--- config.mk ---
export PLATFORM = sky130hd
export DESIGN_NAME = murmur3_32_stream_hash_flat
export DESIGN_NICKNAME = d
export VERILOG_FILES = /design/src/rtl/mm3_pkg.sv /design/src/rtl/mm3_ifs.sv /design/src/rtl/mm3_front.sv /design/src/rtl/mm3_queue.sv /design/src/rtl/mm3_back.sv /design/src/rtl/murmur3_32_stream_hash.sv /design/src/flat_wrapper.sv
export SDC_FILE = /design/constraint.sdc
export NUM_CORES = 2
export LEC_CHECK = 0
export ABC_AREA = 1
export BUFFER_PORTS_ARGS = -buffer_cell sky130_fd_sc_hd__clkbuf_2
export CAP_MARGIN = 30
export CORE_ASPECT_RATIO = 0.9
export CORE_UTILIZATION = 30
export CTS_BUF_LIST = sky130_fd_sc_hd__clkbuf_2
export DETAILED_ROUTE_END_ITERATION = 8
export MAX_ROUTING_LAYER = met4
export PLACE_DENSITY = 0.55
export SLEW_MARGIN = 40
export SYNTH_ARGS = -nofsm -noshare
export SYNTH_HDL_FRONTEND = slang
export SYNTH_HIERARCHICAL = 1
export SYNTH_SLANG_ARGS = --single-unit
--- constraint.sdc ---
create_clock -name clk -period 13.8 [get_ports clk]
set_input_delay 1.38 -clock clk [delete_from_list [all_inputs] [get_ports clk]]
set_output_delay 1.38 -clock clk [all_outputs]
set_load 0.005 [all_outputs]
--- src/rtl/mm3_pkg.sv ---
`default_nettype none

package mm3_pkg;

    localparam logic [31:0] MIX_C1 = 32'hcc9e2d51;
    localparam logic [31:0] MIX_C2 = 32'h1b873593;
    localparam logic [31:0] MIX_N  = 32'he6546b64;
    localparam logic [31:0] FIN_M1 = 32'h85ebca6b;
    localparam logic [31:0] FIN_M2 = 32'hc2b2ae35;

    localparam int unsigned ROT_K  = 15;
    localparam int unsigned ROT_H  = 13;
    localparam int unsigned FIN_S1 = 16;
    localparam int unsigned FIN_S2 = 13;

    localparam logic [2:0] FULL_COUNT = 3'd4;

    // One scrambled word on its way from the front to the back.
    typedef struct packed {
        logic [31:0] k;
        logic [2:0]  count;
        logic        last;
    } mm3_item_t;

    typedef struct packed {
        logic in_key;
        logic fin_busy;
    } mm3_back_status_t;

    function automatic logic [31:0] rotl32(input logic [31:0] x, input int unsigned r);
        return (x << r) | (x >> (32 - r));
    endfunction

    function automatic logic [31:0] xorshr32(input logic [31:0] x, input int unsigned s);
        return x ^ (x >> s);
    endfunction

endpackage

`default_nettype wire

--- src/rtl/mm3_ifs.sv ---
`default_nettype none

interface mm3_in_if;
    logic        valid;
    logic        ready;
    logic [31:0] chunk;
    logic [2:0]  byte_count;
    logic        last_chunk;

    modport source (output valid, output chunk, output byte_count, output last_chunk,
                    input ready);
    modport sink (input valid, input chunk, input byte_count, input last_chunk,
                  output ready);
endinterface

interface mm3_out_if;
    logic        valid;
    logic        ready;
    logic [31:0] digest;

    modport source (output valid, output digest, input ready);
    modport sink (input valid, input digest, output ready);
endinterface

interface mm3_cfg_if;
    logic        valid;
    logic        ready;
    logic [31:0] seed;

    modport source (output valid, output seed, input ready);
    modport sink (input valid, input seed, output ready);
endinterface

`default_nettype wire

--- src/rtl/mm3_front.sv ---
`default_nettype none

module mm3_front
    import mm3_pkg::*;
(
    input  wire logic  clk,
    input  wire logic  rst_n,
    mm3_in_if.sink     key,
    output mm3_item_t  item,
    output logic       item_valid,
    input  wire logic  item_ready
);

    logic        s1_valid_reg;
    logic        s1_valid_next;
    logic [31:0] s1_prod_reg;
    logic [2:0]  s1_count_reg;
    logic        s1_last_reg;

    logic        s2_valid_reg;
    logic        s2_valid_next;
    mm3_item_t   s2_item_reg;

    logic        s1_free;
    logic        s2_free;
    logic [2:0]  count_eff;
    logic [31:0] masked;

    always_comb
    begin
        s2_free = !s2_valid_reg || item_ready;
        s1_free = !s1_valid_reg || s2_free;

        // A word that is not the last one always carries four bytes.
        if (!key.last_chunk || key.byte_count > FULL_COUNT)
        begin
            count_eff = FULL_COUNT;
        end
        else
        begin
            count_eff = key.byte_count;
        end

        unique case (count_eff)
            3'd1:    masked = {24'd0, key.chunk[7:0]};
            3'd2:    masked = {16'd0, key.chunk[15:0]};
            3'd3:    masked = {8'd0, key.chunk[23:0]};
            default: masked = key.chunk;
        endcase

        s1_valid_next = s1_free ? key.valid : 1'b1;
        s2_valid_next = s2_free ? s1_valid_reg : 1'b1;
    end

    assign key.ready  = s1_free;
    assign item       = s2_item_reg;
    assign item_valid = s2_valid_reg;

    always_ff @(posedge clk or negedge rst_n)
    begin
        if (!rst_n)
        begin
            s1_valid_reg <= 1'b0;
            s2_valid_reg <= 1'b0;
        end
        else
        begin
            s1_valid_reg <= s1_valid_next;
            s2_valid_reg <= s2_valid_next;
        end
    end

    always_ff @(posedge clk)
    begin
        if (key.valid && s1_free)
        begin
            s1_prod_reg  <= masked * MIX_C1;
            s1_count_reg <= count_eff;
            s1_last_reg  <= key.last_chunk;
        end
        if (s1_valid_reg && s2_free)
        begin
            s2_item_reg.k     <= rotl32(s1_prod_reg, ROT_K) * MIX_C2;
            s2_item_reg.count <= s1_count_reg;
            s2_item_reg.last  <= s1_last_reg;
        end
    end

endmodule

`default_nettype wire

--- src/rtl/mm3_queue.sv ---
`default_nettype none

module mm3_queue
    import mm3_pkg::*;
#(
    parameter int DEPTH = 4
)
(
    input  wire logic                        clk,
    input  wire logic                        rst_n,
    input  wire logic                        push_valid,
    output logic                             push_ready,
    input  wire mm3_item_t                   push_item,
    output logic                             pop_valid,
    input  wire logic                        pop_ready,
    output mm3_item_t                        pop_item,
    output logic [$clog2(DEPTH + 1) - 1:0]   level
);

    localparam int PTR_W = $clog2(DEPTH);
    localparam int LVL_W = $clog2(DEPTH + 1);

    mm3_item_t          mem_reg [DEPTH];
    logic [PTR_W - 1:0] wr_ptr_reg;
    logic [PTR_W - 1:0] wr_ptr_next;
    logic [PTR_W - 1:0] rd_ptr_reg;
    logic [PTR_W - 1:0] rd_ptr_next;
    logic [LVL_W - 1:0] level_reg;
    logic [LVL_W - 1:0] level_next;
    logic               push;
    logic               pop;

    always_comb
    begin
        push_ready = level_reg != LVL_W'(DEPTH);
        pop_valid  = level_reg != '0;
        push       = push_valid && push_ready;
        pop        = pop_valid && pop_ready;

        wr_ptr_next = wr_ptr_reg;
        rd_ptr_next = rd_ptr_reg;
        if (push)
        begin
            wr_ptr_next = (wr_ptr_reg == PTR_W'(DEPTH - 1)) ? '0 : wr_ptr_reg + 1'b1;
        end
        if (pop)
        begin
            rd_ptr_next = (rd_ptr_reg == PTR_W'(DEPTH - 1)) ? '0 : rd_ptr_reg + 1'b1;
        end

        level_next = level_reg;
        if (push && !pop)
        begin
            level_next = level_reg + 1'b1;
        end
        else if (pop && !push)
        begin
            level_next = level_reg - 1'b1;
        end
    end

    assign pop_item = mem_reg[rd_ptr_reg];
    assign level    = level_reg;

    always_ff @(posedge clk or negedge rst_n)
    begin
        if (!rst_n)
        begin
            wr_ptr_reg <= '0;
            rd_ptr_reg <= '0;
            level_reg  <= '0;
        end
        else
        begin
            wr_ptr_reg <= wr_ptr_next;
            rd_ptr_reg <= rd_ptr_next;
            level_reg  <= level_next;
        end
    end

    always_ff @(posedge clk)
    begin
        if (push)
        begin
            mem_reg[wr_ptr_reg] <= push_item;
        end
    end

endmodule

`default_nettype wire

--- src/rtl/mm3_back.sv ---
`default_nettype none

module mm3_back
    import mm3_pkg::*;
(
    input  wire logic          clk,
    input  wire logic          rst_n,
    input  wire logic          item_valid,
    output logic               item_ready,
    input  wire mm3_item_t     item,
    mm3_cfg_if.sink            cfg,
    mm3_out_if.source          result,
    output mm3_back_status_t   status
);

    logic [31:0] seed_reg;
    logic [31:0] hash_reg;
    logic [31:0] len_reg;
    logic        in_key_reg;

    logic        a_valid_reg;
    logic        a_valid_next;
    logic [31:0] a_reg;
    logic        b_valid_reg;
    logic        b_valid_next;
    logic [31:0] b_reg;
    logic        c_valid_reg;
    logic        c_valid_next;
    logic [31:0] c_reg;
    logic        out_valid_reg;
    logic        out_valid_next;
    logic [31:0] digest_reg;

    logic        out_free;
    logic        c_free;
    logic        b_free;
    logic        a_free;
    logic        pop;
    logic        start_fin;
    logic [31:0] h_base;
    logic [31:0] len_base;
    logic [31:0] hx;
    logic [31:0] hr;
    logic [31:0] h_new;
    logic [31:0] len_new;

    always_comb
    begin
        out_free = !out_valid_reg || result.ready;
        c_free   = !c_valid_reg || out_free;
        b_free   = !b_valid_reg || c_free;
        a_free   = !a_valid_reg || b_free;

        // Only the last word of a key needs room in the finalizer.
        item_ready = a_free || !item.last;
        pop        = item_valid && item_ready;
        start_fin  = pop && item.last;

        // A fresh key starts from the seed with a zero length.
        h_base   = in_key_reg ? hash_reg : seed_reg;
        len_base = in_key_reg ? len_reg : 32'd0;
        hx       = h_base ^ item.k;
        hr       = rotl32(hx, ROT_H);

        unique case (item.count)
            FULL_COUNT: h_new = (hr << 2) + hr + MIX_N;
            3'd0:       h_new = h_base;
            default:    h_new = hx;
        endcase
        len_new = len_base + 32'(item.count);

        a_valid_next   = a_free ? start_fin : 1'b1;
        b_valid_next   = b_free ? a_valid_reg : 1'b1;
        c_valid_next   = c_free ? b_valid_reg : 1'b1;
        out_valid_next = out_free ? c_valid_reg : 1'b1;
    end

    assign cfg.ready       = 1'b1;
    assign result.valid    = out_valid_reg;
    assign result.digest   = digest_reg;
    assign status.in_key   = in_key_reg;
    assign status.fin_busy = a_valid_reg || b_valid_reg || c_valid_reg || out_valid_reg;

    always_ff @(posedge clk or negedge rst_n)
    begin
        if (!rst_n)
        begin
            seed_reg      <= '0;
            in_key_reg    <= 1'b0;
            a_valid_reg   <= 1'b0;
            b_valid_reg   <= 1'b0;
            c_valid_reg   <= 1'b0;
            out_valid_reg <= 1'b0;
        end
        else
        begin
            if (cfg.valid)
            begin
                seed_reg <= cfg.seed;
            end
            if (pop)
            begin
                in_key_reg <= !item.last;
            end
            a_valid_reg   <= a_valid_next;
            b_valid_reg   <= b_valid_next;
            c_valid_reg   <= c_valid_next;
            out_valid_reg <= out_valid_next;
        end
    end

    always_ff @(posedge clk)
    begin
        if (pop && !item.last)
        begin
            hash_reg <= h_new;
            len_reg  <= len_new;
        end
        if (start_fin && a_free)
        begin
            a_reg <= xorshr32(h_new ^ len_new, FIN_S1);
        end
        if (a_valid_reg && b_free)
        begin
            b_reg <= a_reg * FIN_M1;
        end
        if (b_valid_reg && c_free)
        begin
            c_reg <= xorshr32(b_reg, FIN_S2) * FIN_M2;
        end
        if (c_valid_reg && out_free)
        begin
            digest_reg <= xorshr32(c_reg, FIN_S1);
        end
    end

endmodule

`default_nettype wire

--- src/rtl/murmur3_32_stream_hash.sv ---
// Streams a key in as 32-bit little-endian words and returns its 32-bit MurmurHash3
// (x86_32) digest after the word marked last. One word is taken per clock in steady
// state, unless a last word waits for room in a stalled finalizer; that rate is set
// by the back end, which folds one scrambled word into the running hash each cycle.
// The front end scrambles words in a two-stage multiplier pipeline and hands them to
// the back end through a small queue (QUEUE_DEPTH words). After the last word, the
// digest passes a three-stage finalizer and the output register. Write the seed only
// while no key is in flight; it applies from the next key on.
`default_nettype none

module murmur3_32_stream_hash
    import mm3_pkg::*;
#(
    parameter int QUEUE_DEPTH = 4
)
(
    input  wire logic  clk,
    input  wire logic  rst_n,
    mm3_in_if.sink     key,
    mm3_out_if.source  result,
    mm3_cfg_if.sink    cfg
);

    localparam int LVL_W = $clog2(QUEUE_DEPTH + 1);

    mm3_item_t          front_item;
    logic               front_valid;
    logic               front_ready;
    mm3_item_t          back_item;
    logic               back_valid;
    logic               back_ready;
    logic [LVL_W - 1:0] queue_level;
    mm3_back_status_t   back_status;

    mm3_front u_front (
        .clk        (clk),
        .rst_n      (rst_n),
        .key        (key),
        .item       (front_item),
        .item_valid (front_valid),
        .item_ready (front_ready)
    );

    mm3_queue #(
        .DEPTH (QUEUE_DEPTH)
    ) u_queue (
        .clk        (clk),
        .rst_n      (rst_n),
        .push_valid (front_valid),
        .push_ready (front_ready),
        .push_item  (front_item),
        .pop_valid  (back_valid),
        .pop_ready  (back_ready),
        .pop_item   (back_item),
        .level      (queue_level)
    );

    mm3_back u_back (
        .clk        (clk),
        .rst_n      (rst_n),
        .item_valid (back_valid),
        .item_ready (back_ready),
        .item       (back_item),
        .cfg        (cfg),
        .result     (result),
        .status     (back_status)
    );

    a_queue_bound: assert property (@(posedge clk) disable iff (!rst_n)
        queue_level <= LVL_W'(QUEUE_DEPTH))
        else $error("queue level above its depth");

    a_queue_step: assert property (@(posedge clk) disable iff (!rst_n)
        1'b1 |=> (queue_level == $past(queue_level)
                  || queue_level == $past(queue_level) + 1'b1
                  || queue_level == $past(queue_level) - 1'b1))
        else $error("queue level moved by more than one word");

    a_key_open: assert property (@(posedge clk) disable iff (!rst_n)
        back_valid && back_ready && !back_item.last |=> back_status.in_key)
        else $error("key not open after a middle word");

    a_key_closed: assert property (@(posedge clk) disable iff (!rst_n)
        back_valid && back_ready && back_item.last |=> !back_status.in_key
                                                       && back_status.fin_busy)
        else $error("last word did not close the key and start the finalizer");

endmodule

`default_nettype wire

--- src/flat_wrapper.sv ---
// flat-port wrapper written by rule: the top's interface ports become plain ports
module murmur3_32_stream_hash_flat import mm3_pkg::*;
#(
    parameter int QUEUE_DEPTH = 4
)
  (clk, rst_n, key_valid, key_chunk, key_byte_count, key_last_chunk, key_ready, result_valid, result_digest, result_ready, cfg_valid, cfg_seed, cfg_ready);
  mm3_in_if key_i ();
  mm3_out_if result_i ();
  mm3_cfg_if cfg_i ();
  input  wire logic clk;
  input  wire logic rst_n;
  input wire logic [$bits(key_i.valid)-1:0] key_valid;
  input wire logic [$bits(key_i.chunk)-1:0] key_chunk;
  input wire logic [$bits(key_i.byte_count)-1:0] key_byte_count;
  input wire logic [$bits(key_i.last_chunk)-1:0] key_last_chunk;
  output wire logic [$bits(key_i.ready)-1:0] key_ready;
  output wire logic [$bits(result_i.valid)-1:0] result_valid;
  output wire logic [$bits(result_i.digest)-1:0] result_digest;
  input wire logic [$bits(result_i.ready)-1:0] result_ready;
  input wire logic [$bits(cfg_i.valid)-1:0] cfg_valid;
  input wire logic [$bits(cfg_i.seed)-1:0] cfg_seed;
  output wire logic [$bits(cfg_i.ready)-1:0] cfg_ready;
  assign key_i.valid = key_valid;
  assign key_i.chunk = key_chunk;
  assign key_i.byte_count = key_byte_count;
  assign key_i.last_chunk = key_last_chunk;
  assign key_ready = key_i.ready;
  assign result_valid = result_i.valid;
  assign result_digest = result_i.digest;
  assign result_i.ready = result_ready;
  assign cfg_i.valid = cfg_valid;
  assign cfg_i.seed = cfg_seed;
  assign cfg_ready = cfg_i.ready;
  murmur3_32_stream_hash #(.QUEUE_DEPTH(QUEUE_DEPTH)) u_core (.clk(clk), .rst_n(rst_n), .key(key_i), .result(result_i), .cfg(cfg_i));
endmodule
---- Yosys cells after proc, flatten, opt, wreduce, memory -nomap -nowiden ----
Memory sizes are Yosys's and may differ from the RTL's.
Index checks and enable logic that the tools add are counted.
storage, ports and cells
  register bits after elaboration ......... 310
  bits in writable memories ............... 144
  input port bits ......................... 73
  output and inout port bits .............. 35
  logic and storage cells ................. 100
  memories ................................ 1
cells by class
  add/sub/neg operators ................... 7
  $mul .................................... 4
  $lt $le $gt $ge ......................... 1
  equality and inequality tests ........... 7
  mux-type cells .......................... 17
  bitwise logic cells ..................... 7
  reductions and logical operators ........ 33
memories
  memory                  words  width  rd ports  clocked after Yosys merged registers in  write ports  line             source
  u_core.u_queue.mem_reg  4      36     1         0                                        1            mm3_queue.sv:23  mm3_item_t mem_reg [DEPTH];
operators with widths
  operator                                                                count
  32-bit case mux with 3 select lines                                     1
  32-bit by 31-bit multiplier with 32-bit output (second input constant)  2
  32-bit two-way mux                                                      2
  32-bit case mux with 2 select lines                                     1
  32-bit by 16-bit bitwise XOR with 32-bit output                         2
  32-bit bitwise XOR                                                      2
  32-bit by 3-bit adder with 32-bit output                                1
  32-bit adder                                                            1
  32-bit adder (second input constant)                                    1
  32-bit by 29-bit multiplier with 32-bit output (second input constant)  1
  32-bit by 32-bit multiplier with 32-bit output (second input constant)  1
  32-bit by 13-bit OR with 32-bit output                                  1
  32-bit by 15-bit OR with 32-bit output                                  1
  32-bit by 19-bit bitwise XOR with 32-bit output                         1
  1-bit logical AND                                                       12
  1-bit zero test                                                         10
  3-bit two-way mux                                                       3
  1-bit logical OR                                                        8
  1-bit two-way mux                                                       8
  3-bit by 2-bit == test with 1-bit output (second input constant)        2
  2-bit by 1-bit adder with 2-bit output (second input constant)          2
  2-bit == test (second input constant)                                   2
  2-bit two-way mux                                                       2
  3-bit by 1-bit adder with 3-bit output (second input constant)          1
  other kinds (8)                                                         8

---- Depth between registers and ports, before layout ----
  word-level depth ........................ 10
  gate-level depth with buffers ........... 38
  mapped depth without buffers ............ 38

---- Hierarchy ----
The synthesis kept the hierarchy.
modules (own cells, without submodules)
  module     times used  cells an instance  area an instance (um2)  seq. area each (um2)
  mm3_back   1           3549               31476.4                 6691.4
  mm3_front  1           1997               19150.9                 2212.1
  mm3_queue  1           478                6194.7                  4499.3

---- Worst setup path after synthesis ----
OpenSTA, ideal clock, no wires.
  kind .................................... input to register
  from .................................... input key_byte_count[1]
  to ...................................... register u_core.u_front.s1_prod_reg[30] (data pin)
  library setup time ...................... 0.258 ns
  data arrival time ....................... 7.029 ns
  required time ........................... 13.542 ns
  setup slack ............................. 6.513 ns
  stages .................................. 27
  path buffers ............................ 1
  cell sequence ........................... inv_1 nand4_1 buf_6 inv_1 nor2_1 ha_1 inv_1 fa_1 fa_1 inv_1 fa_1 inv_1 fa_1 inv_1 fa_1 fa_1 ha_1 ha_1 nand2_1 nor4_1 nand4_1 nand3_1 nand2_1 nand2_1 nand2_1 nand2_1 xor2_1
between the ends
  longest elaborated chain between the ends .. 6
  elaborated cells on any way between the ends .. 8
  classes of those cells .................. mul (1); order compare (1); eq/ne (3); mux (2); reduce/logical (1)
ends and longest elaborated chain
  what                                                                                                         line                source
  start, declared                                                                                              flat_wrapper.sv:14  input wire logic [$bits(key_i.byte_count)-1:0] key_byte_count;
  3-bit greater-than comparator                                                                                mm3_front.sv:35     if (!key.last_chunk || key.byte_count > FULL_COUNT)
  1-bit logical OR                                                                                             mm3_front.sv:35
  3-bit two-way mux *                                                                                          mm3_front.sv:35
  3-bit by 2-bit == test with 1-bit output / 3-bit by 1-bit == test with 1-bit output (equally long branches)  mm3_front.sv:44     unique case (count_eff)
  32-bit case mux with 3 select lines *                                                                        mm3_front.sv:44
  32-bit by 31-bit multiplier with 32-bit output *                                                             mm3_front.sv:77     s1_prod_reg <= masked * MIX_C1;
  end signal, assigned                                                                                         mm3_front.sv:77
  end, declared                                                                                                mm3_front.sv:16     logic [31:0] s1_prod_reg;
Mark *: on every way between the ends. The rest lies on a longest branch, timed or not.
A chain may end at the register's enable or synchronous reset.

---- Final worst setup path ----
  from .................................... register u_core.u_back.b_reg[23]
  to ...................................... register u_core.u_back.c_reg[25] (data pin)
between the ends
  longest elaborated chain between the ends .. 2
ends and longest elaborated chain
  what                                             line             source
  start, declared                                  mm3_back.sv:26   logic [31:0] b_reg;
  start signal, assigned                           mm3_back.sv:125  b_reg <= a_reg * FIN_M1;
  32-bit by 19-bit bitwise XOR with 32-bit output  mm3_pkg.sv:35    return x ^ (x >> s);
  32-bit by 31-bit multiplier with 32-bit output   mm3_back.sv:129  c_reg <= xorshr32(b_reg, FIN_S2) * FIN_M2;
  end signal, assigned                             mm3_back.sv:129
  end, declared                                    mm3_back.sv:29   logic [31:0] c_reg;
Every way passes these cells.

==> metrics.json <==
{
  "synthesis.nets": {"value": 7646},
  "port_buffers": {"value": 106},
  "place_congestion": {"value": 0.942},
  "final_layout_size_suffix_gt1_frac": {"value": 0.0733},
  "num-nets-final": {"value": 7866},
  "post-route-min-period": {"value": 7590, "unit": "ps"},
  "grt_pass1_vias": {"value": 41294},
  "antenna_found_initial": {"value": 4},
  "drt_drc_violations_left": {"value": 0},
  "syn_avg_cell_area": {"value": 9.43, "unit": "um^2"},
  "drv.max_cap_violation_count": {"value": 0},
  "clock-root-buffer": {"value": "sky130_fd_sc_hd__clkbuf_2"},
  "wl_per_instance": {"value": 18.0, "unit": "um"},
  "vias": {"value": 39613},
  "timing.critical_path.to_type": {"value": "flip-flop"},
  "grt_setup_unrepaired": {"value": "no"},
  "largest_register_ffs": {"value": 144},
  "initial_utilization": {"value": 0.302},
  "min-delay-path-class": {"value": "in -> reg"},
  "globalRouteMet3Util": {"value": 0.0216},
  "first_pass_grt_wire_length": {"value": 248000, "unit": "um"},
  "setup-tns-final": {"value": 0, "unit": "ps"},
  "worstMarginPinSlew": {"value": 940, "unit": "ps"},
  "die_w": {"value": 461, "unit": "um"},
  "grt.met2_usage": {"value": 0.280},
  "clock_tree_from_tritoncts": {"value": "built"},
  "fin_worst_skew": {"value": 129, "unit": "ps"},
  "worstSetupStartpointType": {"value": "flip-flop"},
  "detail_route.first_pass.iterations": {"value": 5},
  "drc_violation_total_after_the_first_tritonroute_iteration": {"value": 2539},
  "final-max-slew-violation-count": {"value": 0},
  "cts_sinks": {"value": 454},
  "most_common_library_cell_in_the_layout_ignoring_fill_and_taps": {"value": "sky130_fd_sc_hd__inv_1"},
  "clk_pin_slew": {"value": 100, "unit": "ps"},
  "timing.setup.critical_path_class": {"value": "reg -> reg"},
  "finalSetupViolCount": {"value": 0},
  "post_cts_buffers": {"value": 0},
  "viasPerCell": {"value": 4.46},
  "chipHeight": {"value": 415, "unit": "um"},
  "design.portCount": {"value": 108},
  "cts_resized": {"value": 0},
  "totalWireLength": {"value": 159000, "unit": "um"},
  "grt_most_used_layer": {"value": "met2"},
  "crit_path_max_fanout": {"value": 5},
  "dp.final_hpwl": {"value": 136000, "unit": "um"},
  "grt_max_degree": {"value": 97},
  "min_period_over_period": {"value": 0.550},
  "syn-instance-count": {"value": 6021},
  "clk_latency": {"value": 1400, "unit": "ps"},
  "synth_area": {"value": 0.0568, "unit": "mm^2"},
  "grtUsageMet1": {"value": 0.239},
  "mostFrequentLayoutCells": {"value": "1660 x sky130_fd_sc_hd__inv_1, 963 x sky130_fd_sc_hd__nand2_1, 824 x sky130_fd_sc_hd__ha_1"},
  "cts_max_path_buffers": {"value": 3},
  "fmax": {"value": 132, "unit": "MHz"},
  "outcome": {"value": "completed"},
  "cp_data_required_time": {"value": 14850, "unit": "ps"},
  "tritoncts.num_buffers": {"value": 132},
  "flow.area_growth_from_synthesis": {"value": 8.79, "unit": "%"},
  "clock_tree.htree_level_count": {"value": 4},
  "core_area": {"value": 0.188, "unit": "mm^2"},
  "grt_util_all_layers": {"value": 0.175},
  "timing.final.hold_violations": {"value": 0},
  "drt.antenna.violating_nets": {"value": 0},
  "grt_overflow_total": {"value": 0},
  "std_cell_rows": {"value": 151},
  "worst_ep_arrival_time": {"value": 8640, "unit": "ps"},
  "relSlewSlack": {"value": 0.374},
  "dieArea": {"value": 0.191, "unit": "mm^2"},
  "yosys_warnings": {"value": 6}
}
final timing paths:
| kind | cells past startpoint | slack, ps | to | start |
|---|---|---|---|---|
| max reg2reg | 21 | 6210 | u_core/u_back/c_reg[25]$_DFFE_PP_ | u_core/u_back/b_reg[23]$_DFFE_PP_ |
| min in group asynchronous | 3 | 500 | u_core/u_back/seed_reg[17]$_DFFE_PN0P_ | rst_n |
| max | 21 | 6210 | u_core/u_back/c_reg[25]$_DFFE_PP_ | u_core/u_back/b_reg[23]$_DFFE_PP_ |
| min reg2reg | 0 | 430 | u_core/u_front/item[2]$_DFFE_PP_ | u_core/u_front/s1_count_reg[1]$_DFFE_PP_ |
| min | 3 | 220 | u_core/u_back/seed_reg[22]$_DFFE_PN0P_ | cfg_seed[22] |
| max in group asynchronous | 4 | 12670 | u_core/u_back/c_valid_reg$_DFF_PN0_ | rst_n |
through the flow:
stage                     instance area (um^2)  setup WS (ps)  std cells  utilization  hold slack [ps]
after CTS                                61700           6170       8863        0.328             9.71
after floorplan                          56800           6510       6021            -              400
after global placement                   60400           5270       8624        0.321              403
final                                    61800           6210       8872        0.328              221
after global routing                     61800           5870       8869        0.328             94.6
after detailed placement                 60400           5450       8625        0.321              409
critical path, stage by stage (launching register included):
cell	delay (ps)
sky130_fd_sc_hd__edfxtp_1	550
sky130_fd_sc_hd__xnor2_1	610
sky130_fd_sc_hd__inv_1	250
sky130_fd_sc_hd__ha_1	360
sky130_fd_sc_hd__ha_1	450
sky130_fd_sc_hd__a21o_1	200
sky130_fd_sc_hd__inv_1	60
sky130_fd_sc_hd__fa_1	470
sky130_fd_sc_hd__fa_1	550
sky130_fd_sc_hd__inv_1	50
sky130_fd_sc_hd__fa_1	530
sky130_fd_sc_hd__fa_1	440
sky130_fd_sc_hd__fa_1	540
sky130_fd_sc_hd__fa_1	710
sky130_fd_sc_hd__ha_1	360
sky130_fd_sc_hd__a21oi_1	170
sky130_fd_sc_hd__o21ai_0	140
sky130_fd_sc_hd__a31oi_1	350
sky130_fd_sc_hd__nand3_1	220
sky130_fd_sc_hd__nand3_1	110
sky130_fd_sc_hd__nand2_1	70
sky130_fd_sc_hd__xor2_1	160
metal layers:
metal  part of all wire  vias to the layer above
met5                  0                        -
met4              0.016                        0
met3              0.045                      117
met2               0.47                      858
met1               0.47                    19405
li1                   -                    19233
repair_timing:
item | CTS | global route
hold buffers | 4 | 0
setup endpoints to repair | 0 | 0
hold endpoints to repair | 12 | 0
final cells by class:
class	count	area (um^2)
diodes	7	17.5
repair buffers	138	828
clock buffers	181	906
inverters	1684	6320
well taps	2524	3160
flip-flops and latches	454	13400
clock inverters	53	393
fillers	19770	126000
multi-input cells	3831	36800
Power is not shown: default switching activity piles up to over one toggle a cycle in this logic, so the estimate is an artifact.
